<file path="src/hw/rtl/lrrs_pkg.sv">
// Shared constants, codes and handshake types for the linear recurrence
// range-sum block. No dependencies.
package lrrs_pkg;

    localparam int MAX_ORDER  = 15;
    localparam int WORD_BITS  = 32;
    localparam int INDEX_BITS = 60;
    localparam int ORDER_BITS = 4;
    localparam int SEL_BITS   = 2;
    localparam int ADDR_BITS  = SEL_BITS + 2 * ORDER_BITS;
    localparam int MEM_DEPTH  = 1 << ADDR_BITS;
    localparam int CNT_BITS   = $clog2(WORD_BITS);

    localparam logic [1:0] OP_LOAD_COEF = 2'd0;
    localparam logic [1:0] OP_LOAD_INIT = 2'd1;
    localparam logic [1:0] OP_QUERY     = 2'd2;

    localparam logic [3:0] CFG_ORDER   = 4'd0;
    localparam logic [3:0] CFG_MODULUS = 4'd1;

    localparam logic [SEL_BITS-1:0] MAT_ACC = 2'd0;
    localparam logic [SEL_BITS-1:0] MAT_POW = 2'd1;
    localparam logic [SEL_BITS-1:0] MAT_SCR = 2'd2;

    typedef struct packed {
        logic                 start;
        logic [WORD_BITS-1:0] a;
        logic [WORD_BITS-1:0] b;
    } mm_req_t;

    typedef struct packed {
        logic                 done;
        logic [WORD_BITS-1:0] result;
    } mm_resp_t;

endpackage

</file>
<file path="src/hw/rtl/lrrs_mulmod.sv">
// Bit-serial modular multiplier: a * b mod p, one bit of a per cycle.
// a may be any word; b must be below p. Uses lrrs_pkg.
module lrrs_mulmod import lrrs_pkg::*; (
    input  logic                 aclk,
    input  logic                 aresetn,
    input  logic [WORD_BITS:0]   p,
    input  mm_req_t              req,
    output mm_resp_t             resp
);

    logic                 busy_reg;
    logic [CNT_BITS-1:0]  cnt_reg;
    logic [WORD_BITS-1:0] a_reg;
    logic [WORD_BITS-1:0] b_reg;
    logic [WORD_BITS-1:0] acc_reg;
    logic                 done_reg;
    logic [WORD_BITS:0]   dbl;
    logic [WORD_BITS:0]   dbl_red;
    logic [WORD_BITS:0]   sum;
    logic [WORD_BITS:0]   sum_red;
    logic [WORD_BITS-1:0] acc_next;

    always_comb begin
        dbl     = {acc_reg, 1'b0};
        dbl_red = (dbl >= p) ? dbl - p : dbl;
        sum     = {1'b0, dbl_red[WORD_BITS-1:0]} + {1'b0, b_reg};
        sum_red = (sum >= p) ? sum - p : sum;
        acc_next = a_reg[WORD_BITS-1] ? sum_red[WORD_BITS-1:0] : dbl_red[WORD_BITS-1:0];
    end

    always_ff @(posedge aclk) begin
        if (!aresetn) begin
            busy_reg <= 1'b0;
            done_reg <= 1'b0;
            cnt_reg  <= '0;
        end else begin
            done_reg <= 1'b0;
            if (req.start) begin
                busy_reg <= 1'b1;
                cnt_reg  <= '0;
                a_reg    <= req.a;
                b_reg    <= req.b;
                acc_reg  <= '0;
            end else if (busy_reg) begin
                acc_reg <= acc_next;
                a_reg   <= {a_reg[WORD_BITS-2:0], 1'b0};
                cnt_reg <= cnt_reg + 1'b1;
                if (cnt_reg == CNT_BITS'(WORD_BITS - 1)) begin
                    busy_reg <= 1'b0;
                    done_reg <= 1'b1;
                end
            end
        end
    end

    assign resp.done   = done_reg;
    assign resp.result = acc_reg;

endmodule

</file>
<file path="config.mk">
export PLATFORM = sky130hd
export DESIGN_NAME = lrrs_mulmod
export DESIGN_NICKNAME = d
export VERILOG_FILES = /design/src/hw/rtl/lrrs_pkg.sv /design/src/hw/rtl/lrrs_mulmod.sv
export SDC_FILE = /design/constraint.sdc
export NUM_CORES = 1
export LEC_CHECK = 0
export BUFFER_PORTS_ARGS = -buffer_cell sky130_fd_sc_hd__buf_2
export CORE_ASPECT_RATIO = 1.5
export CORE_MARGIN = 5
export CORE_UTILIZATION = 60
export DETAILED_ROUTE_END_ITERATION = 6
export PLACE_DENSITY = 0.84
export RECOVER_POWER = 50
export SETUP_SLACK_MARGIN = 0.2
export SLEW_MARGIN = 15
export SYNTH_ARGS = -nofsm -noshare
export SYNTH_HDL_FRONTEND = slang
export SYNTH_SLANG_ARGS = --single-unit
</file>
<file path="constraint.sdc">
create_clock -name aclk -period 10.15 [get_ports aclk]
set_clock_uncertainty 0.1 [all_clocks]
set_input_delay 2.03 -clock aclk [delete_from_list [all_inputs] [get_ports aclk]]
set_output_delay 2.03 -clock aclk [all_outputs]
set_load 0.1 [all_outputs]
</file>
==> run summary, run 1 <==
The flow ran to the end, but the final reports show violations. The final reports fail on max-capacitance violations, max-slew violations. The hold-fix buffer count after cts is 0. The clock buffer count from CTS came out at 9. The area growth from synthesis to layout is 9.55%.

The global-route track usage on met2 came out at 0.552. In this run the mean area of a mapped cell was 8.77 um2. The number of cells traversed by the worst register-to-register path came out at 27. The routability congestion estimate came out at 0.975. The kind of critical path is in2reg.

The worst setup slack for register-to-register paths came out at 1990 ps. The die width came out at 118 um. The number of DRC violations after detailed-routing iteration 0 is 741.

The layer carrying the most global-route usage is met2. The number of violations of the max-capacitance limit is 1. The synthesized flop and latch total is 103. The die boundary height is 172 um. The clock tree from TritonCTS is built. The maximum operating frequency came out at 106 MHz.

Once layout is complete, the utilization of the core stands at 0.665. The accumulated negative setup slack came out at 0 ps. The total via count after detailed routing came out at 10.1k. The count of unique library cells instantiated by Yosys is 84. The dominant synthesized flop cell is sky130_fd_sc_hd__edfxtp_1. At the end of the flow, the number of nets in the layout was 1,496. In this run the core area contains 59 standard-cell rows. The setup slack of the critical path after layout is 694 ps.

The worst setup path is captured at a flop. The total I/O pin count is 133. For the pin with the worst max-slew slack, the measured transition is 3230 ps. The detailed placement HPWL is 25.6 mm.

The register cell area after layout came out at 3020 um2. The via count of the first global-routing pass is 9,913. Setup repair after global routing left no endpoint under its margin. The multi-input combinational cells in the finished layout cover a total of 6930 um2. The clock tree root buffer cell is sky130_fd_sc_hd__clkbuf_16. The share of the cycle needed by the critical path after routing came out at 0.932. The number of antenna violations at the first check in global routing is 0. The endpoint arrival time on the critical path came out at 9510 ps.

The clock latency on the worst-skew pair came out at 370 ps. The overall die area is 20,300 um2. The tree built by TritonCTS fans out to 103 sinks. The synthesized instance count is 1,196.

The total of fill cells in the finished design is 1,501. Headroom to the max-slew limit came out at -1.16. The total nets after synthesis came out at 1,399. The initial standard-cell utilization of the core came out at 0.607. The synthesized design contains 96 enable-type register cells. Before CTS, the worst setup slack after placement is 400 ps. The remaining antenna violation count is 0. The deepest clock path buffer count is 2. The number of warnings reported in the yosys synthesis log came out at 0. The final critical-path required period came out at 9460 ps. In this run the critical register-to-register path is captured at acc_reg[7].

The first-pass GRT wire length came out at 49.9 mm. The layout cell share with drive strength beyond 1 is 0.152. The worst hold endpoint is cnt_reg[4]. The clock transition at the register clock pins on the worst setup and hold paths after CTS is 80 ps.

The met3 usage is 0.0461. The slowest stage of the critical path belongs to the cell sky130_fd_sc_hd__ha_1. The average wire per standard cell came out at 21.3 um.

The netlist area before placement is 10,500 um2. Of all flip-flops after synthesis, the portion carrying an async set or reset was 0. The cell depth of the worst hold path came out at 2. The number of remaining DRC errors is 0. The number of buffers added on ports came out at 132. The top cell types in the final layout, fill and taps aside, are sky130_fd_sc_hd__nand2_1 (110), sky130_fd_sc_hd__ha_1 (100), sky130_fd_sc_hd__buf_2 (99), sky130_fd_sc_hd__a21oi_1 (97), sky130_fd_sc_hd__edfxtp_1 (96). The number of vias per cell is 6.66. The core area came out at 17,300 um2. The diode insertion count for antenna repair came out at 0. STA classifies the critical path startpoint as an input pin. The total iterations of the first detailed-routing run came out at 6. The number of failing setup endpoints in the final timing report is 0. The worst stage delay on the critical path came out at 470 ps. The startpoint identified for the worst hold timing path is cnt_reg[4]. The most common cell after layout, fill and taps aside is sky130_fd_sc_hd__nand2_1. The pin count of the biggest net entering global routing came out at 57. The max-slew violation total from the final report came out at 56. The data required time of the critical path came out at 10,200 ps. In this run the worst hold path is classified as reg2reg.

The sequential area share after synthesis came out at 0.288. The total routing resource utilization after global routing is 0.309. The total congestion overflow after global routing came out at 0.

The met1 capacity usage during global routing came out at 0.337. The biggest fanout along the worst timing path came out at 14. The routed design has 32.1 mm of wire. The H-tree generated during clock tree synthesis spans 3 levels. The worst register-to-register path begins at acc_reg[6]. The final count of hold timing violations came out at 0.
## worst max path at each step
stage	start	slack [ps]	end	cells past startpoint
CTS	p[7]	720	acc_reg[7]	27
global placement	p[7]	580	acc_reg[21]	28
global route	p[7]	200	acc_reg[24]	28
floorplan	p[7]	1760	acc_reg[7]	30
detailed placement	p[7]	400	acc_reg[24]	28
finish	p[7]	690	acc_reg[7]	29
## critical path: cells and delay by family
family	cells	cell delay, ps
AOI/OAI and AO/OA	13	3620
adders and majority gates	3	1080
buffers and inverters	3	340
and+or+nand+nor	10	2430
## cell usage after synthesis (all sizes together) (4+ instances only)
cell type,n,share of area
a31oi,26,0.018
nand3,28,0.013
dfxtp,7,0.013
a21o,50,0.036
xnor2,49,0.041
nor2,91,0.034
or3,11,0.0066
a211oi,20,0.015
edfxtp,96,0.27
a311o,4,0.0038
ha,100,0.12
a211o,4,0.0035
a21oi,97,0.046
mux2,49,0.053
and2,9,0.0054
nor3b,4,0.0038
nand4,23,0.014
inv,69,0.025
xor2,24,0.020
o311ai,5,0.0042
a221o,4,0.0038
clkbuf,35,0.013
buf,21,0.013
o21bai,17,0.012
a311oi,16,0.019
o21a,15,0.011
nor4,9,0.0066
mux2i,4,0.0038
and3,20,0.012
nand2,111,0.040
o31ai,9,0.0069
nor2b,10,0.0060
o2111ai,4,0.0039
nor3,17,0.0081
nand2b,9,0.0054
o21ai,68,0.033
o211ai,13,0.0093
## per-stage QoR
| stage | instance area, um2 | hold slack, ps | std cells |
|---|---|---|---|
| 2_1_floorplan | 10500 | 367 | 1196 |
| 4_1_cts | 11500 | 422 | 1511 |
| 5_1_grt | 11500 | 455 | 1511 |
| 6_report | 11500 | 416 | 1511 |
| 3_3_place_gp | 11200 | 383 | 1495 |
| 3_5_place_dp | 11200 | 402 | 1495 |
## layer usage
layer | up-vias | share of wire
li1 | 4703 | -
met1 | 4760 | 0.37
met2 | 460 | 0.49
met3 | 133 | 0.063
met4 | 0 | 0.075
met5 | - | 0
## cell type report
cell class / instances / area share
Clock inverter: 7 / 0.00752
Inverter: 69 / 0.0226
Timing Repair Buffer: 142 / 0.0601
Sequential cell: 103 / 0.263
Multi-Input combinational cell: 968 / 0.604
Tap cell: 213 / 0.0232
Clock buffer: 9 / 0.0196
## cell families (layout without fill, tap and decap cells)
group,Yosys count,in the layout,share of synthesized area
xor gates and xnor gates,73,73,0.0610
buffers and inverters,125,227,0.0507
muxes,53,53,0.0565
AOI/OAI and AO/OA,388,388,0.256
adders and majority gates,103,103,0.125
DFF,103,103,0.288
and+or+nand+nor,351,351,0.162
## repair_timing
item | 4_1_cts | 5_1_grt
setup buffers | 0 | 0
resized for setup | 0 | 1
setup endpoints to repair | 0 | 8
Power of run 1 is left out: the tool's default activity adds up to more than one toggle a clock period on the data nets, which glitch-free logic cannot reach.
==> run 2, diff against run 1 <==
PLACE_DENSITY = 0.86   (was 0.84)
SKIP_CTS_REPAIR_TIMING = 1   (was not set)
==> run summary, run 2 (synthesized netlist as in run 1, its figures left out) <==
The detailed placement HPWL is 26.0 mm (was 25.6 mm). The total via count after detailed routing is 10.1k (about the same). The clock latency on the worst-skew pair was 370 ps (about the same). The share of the cycle needed by the critical path after routing came to 0.952 (was 0.932). The number of vias per cell came out at 6.64 (was 6.66). The clock tree root buffer cell was sky130_fd_sc_hd__clkbuf_16 (unchanged). The post-placement setup slack is 272 ps (was 400 ps). The CTS H-tree depth was 3 (unchanged). The total I/O pin count came out at 133 (unchanged). The biggest fanout along the worst timing path came out at 16 (was 14). Violations in the final reports: max-capacitance violations, max-slew violations (unchanged). The area growth from synthesis to layout came to 9.87% (was 9.55%). The clock tree from TritonCTS is built (unchanged). The worst hold path class is reg2reg (unchanged). The data required time of the critical path was 10,200 ps (about the same). The layout cell share with drive strength beyond 1 is 0.156 (was 0.152).

The overall die area came out at 20,300 um2 (unchanged). The total congestion overflow after global routing is 0 (unchanged). The die width is 118 um (unchanged).

Setup repair after global routing missed its margin: no (unchanged). The kind of critical path is in2reg (unchanged). Leading cell types in the layout, fill and taps excluded: sky130_fd_sc_hd__nand2_1 (110), sky130_fd_sc_hd__ha_1 (100), sky130_fd_sc_hd__buf_2 (99), sky130_fd_sc_hd__a21oi_1 (96), sky130_fd_sc_hd__edfxtp_1 (96) (was sky130_fd_sc_hd__nand2_1 (110), sky130_fd_sc_hd__ha_1 (100), sky130_fd_sc_hd__buf_2 (99), sky130_fd_sc_hd__a21oi_1 (97), sky130_fd_sc_hd__edfxtp_1 (96)).

The actual transition at the worst max-transition pin came to 3240 ps (was 3230 ps). The routed wire length came out at 33.0 mm (was 32.1 mm). The number of placed cells counting well taps was 1,499 (was 1,495). The number of DRC violations after detailed-routing iteration 0 is 731 (was 741).

The number of failing setup endpoints in the final timing report came out at 0 (unchanged). The worst slew margin relative to its limit came to -1.16 (about the same). The routability congestion estimate is 1.01 (was 0.975). The endpoint arrival time on the critical path was 9710 ps (was 9510 ps).

The number of core rows is 59 (unchanged). The max-slew violation total from the final report is 56 (unchanged). The deepest clock path buffer count is 2 (unchanged).

The category of the worst setup path launch point is an input pin (unchanged). The endpoint class of the critical path is a flop (unchanged). The number of violations of the max-capacitance limit came out at 1 (unchanged). The final count of hold timing violations is 0 (unchanged). The maximum operating frequency is 103 MHz (was 106 MHz). The number of antenna violations at the first check in global routing is 0 (unchanged).

The core area is 17,300 um2 (unchanged). The via count of the first global-routing pass came out at 9,947 (was 9,913). The clock buffer count from CTS is 9 (unchanged).

The number of clock sinks was 103 (unchanged). The accumulated negative setup slack came to 0 ps (unchanged). The final net count is 1,500 (was 1,496). The setup slack of the critical path after layout came out at 488 ps (was 694 ps). The clock transition at the register clock pins on the worst setup and hold paths after CTS came out at 80 ps (about the same). The diode insertion count for antenna repair was 0 (unchanged). The number of remaining DRC errors came out at 0 (unchanged). The total iterations of the first detailed-routing run is 6 (unchanged). The most common cell after layout, fill and taps aside is sky130_fd_sc_hd__nand2_1 (unchanged).

The final cell count without fillers was 1,515 (was 1,511). The die boundary height is 172 um (unchanged). The first-pass GRT wire length is 50.6 mm (was 49.9 mm). The average wire per standard cell came to 21.8 um (was 21.3 um). Outcome: finished, violations left (unchanged). The number of buffers added on ports is 132 (unchanged).

The remaining antenna violation count was 0 (unchanged). The pin count of the biggest net entering global routing is 57 (unchanged). The final critical-path required period was 9660 ps (was 9460 ps). The total routing resource utilization after global routing is 0.312 (was 0.309). The initial standard-cell utilization of the core is 0.607 (unchanged).
-- run 2: worst paths after layout --
path	from	to	slack (ps)	depth (start not counted)
setup / recovery	p[7]	acc_reg[7]	490	27
hold / removal	cnt_reg[4]	cnt_reg[4]	430	2
setup reg to reg	acc_reg[6]	acc_reg[7]	1810	25
hold reg to reg	cnt_reg[4]	cnt_reg[4]	430	2
-- run 2: layout make-up --
cell class	instances	area, um2
fillers	1520	5760
repair buffers	146	721
multi-input cells	968	6930
clock inverters	7	91.3
well taps	213	267
inverters	69	259
flip-flops and latches	103	3020
clock buffers	9	225
-- run 2: through the flow --
stage,area [um2],utilization,hold slack [ps]
floorplan,10500,-,367
finish,11500,0.667,426
global route,11500,0.667,464
global placement,11200,0.651,382
CTS,11600,0.669,426
detailed placement,11200,0.651,405
-- run 2: routing by layer --
layer  vias up  wire length [um]  track usage
li1       4701                 -            -
met1      4703             11900        0.335
met5         -                 0            0
met2       502             16100        0.548
met4         0              2750        0.239
met3       160              2220       0.0524
-- run 2: critical path, stage by stage --
cell and delay, ps:
sky130_fd_sc_hd__buf_2 70, sky130_fd_sc_hd__inv_1 70, sky130_fd_sc_hd__ha_1 450, sky130_fd_sc_hd__nand4_1 170, sky130_fd_sc_hd__a211oi_1 300, sky130_fd_sc_hd__and4bb_1 280
sky130_fd_sc_hd__nor3_1 290, sky130_fd_sc_hd__o2111ai_2 250, sky130_fd_sc_hd__nand2_2 420, sky130_fd_sc_hd__mux2_2 420, sky130_fd_sc_hd__ha_1 400, sky130_fd_sc_hd__nand3_1 220
sky130_fd_sc_hd__nor4_1 290, sky130_fd_sc_hd__nor2_1 100, sky130_fd_sc_hd__buf_4 190, sky130_fd_sc_hd__o2111ai_1 370, sky130_fd_sc_hd__a41oi_1 310, sky130_fd_sc_hd__o31ai_1 700
sky130_fd_sc_hd__xor2_1 180, sky130_fd_sc_hd__ha_1 390, sky130_fd_sc_hd__nand4_1 140, sky130_fd_sc_hd__nor4_1 290, sky130_fd_sc_hd__nand4_1 160, sky130_fd_sc_hd__o211ai_1 370
sky130_fd_sc_hd__nor2_8 160, sky130_fd_sc_hd__or3b_1 420, sky130_fd_sc_hd__a311oi_2 260
Power of run 2 is left out for the same reason.
==> run 3, diff against run 2 <==
--- a/config.mk
+++ b/config.mk
@@ -10,5 +10,5 @@
 export CORE_MARGIN = 5
-export CORE_UTILIZATION = 60
+export CORE_UTILIZATION = 35
 export DETAILED_ROUTE_END_ITERATION = 6
-export PLACE_DENSITY = 0.86
+export PLACE_DENSITY = 0.57
 export RECOVER_POWER = 50
==> constraint.sdc (replaced) <==
create_clock -name aclk -period 10.15 [get_ports aclk]
set_clock_uncertainty 0.1 [all_clocks]
set_input_delay 1.5225 -clock aclk [delete_from_list [all_inputs] [get_ports aclk]]
set_output_delay 1.5225 -clock aclk [all_outputs]
set_load 0.1 [all_outputs]
==> run summary, run 3 (synthesized netlist as in run 1, its figures left out) <==
The total iterations of the first detailed-routing run is 6 (unchanged). The final count of hold timing violations is 0 (unchanged). The worst-case IR drop observed on VDD is 0.000119 V.

The routability congestion estimate came out at 0.969 (was 1.01). The deepest clock path buffer count is 2 (unchanged). The start of the worst register-to-register path is acc_reg[6] (unchanged). The data required time of the critical path is 10,210 ps (was 10,200 ps). The endpoint arrival time on the critical path came out at 9130 ps (was 9710 ps). The cell that appears most often on the critical path is sky130_fd_sc_hd__ha_1.

The share of the cycle needed by the critical path after routing is 0.894 (was 0.952). The final critical-path required period is 9070 ps (was 9660 ps). The worst slew margin relative to its limit is -1.21 (was -1.16). The sum of met2 wire segment lengths after detailed routing came out at 17.9 mm (was 16.1 mm). Outcome: finished, violations left (unchanged). The library cell contributing the largest single delay on the critical path is sky130_fd_sc_hd__a21oi_1 (was sky130_fd_sc_hd__o31ai_1).

The first element of the critical path is p[7] (unchanged). The clock tree root buffer cell is sky130_fd_sc_hd__clkbuf_16 (unchanged). The core area is 29,600 um2 (was 17,300 um2). The number of buffers added on ports came out at 132 (unchanged).

The clock transition at the register clock pins on the worst setup and hold paths after CTS is 70 ps (was 80 ps). The total of fill cells in the finished design is 3,078 (was 1,520). The category of the worst setup path launch point is an input pin (unchanged). The most common cell after layout, fill and taps aside is sky130_fd_sc_hd__nand2_1 (unchanged). The total routing resource utilization after global routing came to 0.204 (was 0.312). The accumulated negative setup slack is 0 ps (unchanged).

Leading cell types in the layout, fill and taps excluded: sky130_fd_sc_hd__nand2_1 (110), sky130_fd_sc_hd__ha_1 (100), sky130_fd_sc_hd__buf_2 (99), sky130_fd_sc_hd__a21oi_1 (97), sky130_fd_sc_hd__edfxtp_1 (96) (was sky130_fd_sc_hd__nand2_1 (110), sky130_fd_sc_hd__ha_1 (100), sky130_fd_sc_hd__buf_2 (99), sky130_fd_sc_hd__a21oi_1 (96), sky130_fd_sc_hd__edfxtp_1 (96)). The diode insertion count for antenna repair came out at 0 (unchanged). The kind of cell adding the most delay to the critical path was simple AND/OR/NAND/NOR gates (unchanged).

The met3 layer wire length in the routed design was 1.81 mm (was 2.22 mm). The register cell area after layout came out at 3020 um2 (unchanged). The final net count was 1,495 (was 1,500). The average wire per standard cell came out at 20.5 um (was 21.8 um). The actual transition at the worst max-transition pin is 3320 ps (was 3240 ps). Violations in the final reports: max-capacitance violations, max-slew violations (unchanged). The die width came to 151 um (was 118 um). The clock tree from TritonCTS is built (unchanged). The number of remaining DRC errors is 0 (unchanged). The max-slew violation total from the final report was 56 (unchanged). The clock latency on the worst-skew pair is 380 ps (was 370 ps). The kind of critical path is in2reg (unchanged).

The endpoint class of the critical path is a flop (unchanged). The met1 layer wirelength in the final routing came to 13.1 mm (was 11.9 mm). The number of DRC violations after detailed-routing iteration 0 was 639 (was 731).

The area growth from synthesis to layout was 11.6% (was 9.87%). The number of failing setup endpoints in the final timing report is 0 (unchanged). The static leakage power came out at 4.89 nW.

The final non-filler cell area came to 11,700 um2 (was 11,500 um2). The worst hold path class is reg2reg (unchanged). The cell area power density is 392 nW/um2.

The layout cell share with drive strength beyond 1 is 0.151 (was 0.156). The worst stage delay on the critical path is 640 ps (was 700 ps). The total I/O pin count came out at 133 (unchanged).

The first-pass GRT wire length was 52.7 mm (was 50.6 mm). The overall die area is 33,600 um2 (was 20,300 um2). The number of core rows is 77 (was 59). The number of buffer and inverter stages on the critical path was 3 (unchanged). The die boundary height is 222 um (was 172 um).

The detailed placement HPWL came out at 27.6 mm (was 26.0 mm). The biggest fanout along the worst timing path is 26 (was 16). The number of violations of the max-capacitance limit was 1 (unchanged). The clock buffer count from CTS is 9 (unchanged).

The maximum operating frequency was 110 MHz (was 103 MHz). The total congestion overflow after global routing came out at 0 (unchanged). The via count of the first global-routing pass came out at 9,596 (was 9,947). The routed wire length is 34.7 mm (was 33.0 mm). The worst setup slack for register-to-register paths came out at 1850 ps (was 1810 ps).

The initial standard-cell utilization of the core came out at 0.354 (was 0.607). The CTS H-tree depth was 3 (unchanged). The instance area at placement came out at 11,400 um2 (was 11,200 um2). The number of antenna violations at the first check in global routing came to 0 (unchanged). The total via count after detailed routing came to 9,589 (was 10.1k).

The endpoint of the lowest-slack register-to-register path is acc_reg[7] (unchanged). The number of clock sinks was 103 (unchanged). The highest routed metal layer is met4 (unchanged). The number of cells traversed by the worst register-to-register path came out at 27 (was 25). The capture point of the critical path is acc_reg[7] (unchanged). The number of vias per cell is 5.67 (was 6.64). Setup repair after global routing missed its margin: no (unchanged). The remaining antenna violation count came out at 0 (unchanged). The total stage count of the critical path is 29 (was 27). The multi-input logic area is 6930 um2 (about the same). The pin count of the biggest net entering global routing came out at 57 (unchanged).
-- run 3: cell count changes in the layout (fill, tap and decap cells not counted), moves of 2 or more --
cell | previous run | this run
sky130_fd_sc_hd__clkbuf_8 | 0 | 2
sky130_fd_sc_hd__inv_6 | 3 | 0
sky130_fd_sc_hd__buf_4 | 13 | 7
sky130_fd_sc_hd__clkinv_4 | 0 | 2
sky130_fd_sc_hd__clkbuf_1 | 34 | 36
sky130_fd_sc_hd__clkinv_8 | 3 | 0
-- run 3: layout make-up --
class | instances | share of cell area
Clock buffer | 12 | 0.0219
Clock inverter | 4 | 0.00471
Inverter | 69 | 0.0221
Multi-Input combinational cell | 968 | 0.592
Sequential cell | 103 | 0.258
Tap cell | 395 | 0.0423
Timing Repair Buffer | 141 | 0.0581
-- run 3: layer usage --
metal	vias up	track usage
li1	4679	-
met1	4484	0.224
met2	332	0.365
met3	94	0.0280
met4	0	0.119
met5	-	0
-- run 3: tightest hold or removal path: cells and delay by family, from the launching register on --
kind | cells | cell delay, ps
DFF | 1 | 350
and+or+nand+nor | 1 | 70
xor gates and xnor gates | 1 | 70
-- run 3: power breakdown --
group / switching [mW] / internal, mW / leakage (nW) / total, mW
Combinational: 2.33 / 1.29 / 3.77 / 3.62
Clock: 0.175 / 0.206 / 0.149 / 0.381
Sequential: 0.0466 / 0.543 / 0.975 / 0.590
Total: 2.55 / 2.04 / 4.89 / 4.59
-- run 3: worst min-delay path by stage --
stage / to / slack, ps / depth (start not counted) / start
floorplan: cnt_reg[4] / 370 / 2 / cnt_reg[4]
global placement: cnt_reg[4] / 380 / 2 / cnt_reg[4]
detailed placement: cnt_reg[3] / 400 / 2 / cnt_reg[3]
CTS: cnt_reg[3] / 420 / 2 / cnt_reg[3]
global route: cnt_reg[3] / 470 / 2 / cnt_reg[3]
finish: cnt_reg[3] / 420 / 2 / cnt_reg[3]
-- run 3: stage by stage --
step	hold WS (ps)	instances	utilization	power [mW]	setup slack, ps
2_1_floorplan	367	1196	-	3.32	2270
3_3_place_gp	384	1676	0.387	4.16	999
3_5_place_dp	402	1676	0.387	4.16	791
4_1_cts	418	1692	0.397	4.57	1150
5_1_grt	468	1692	0.395	4.93	506
6_report	418	1692	0.395	4.59	1080
No activity file was read; power rests on OpenSTA's default activity.
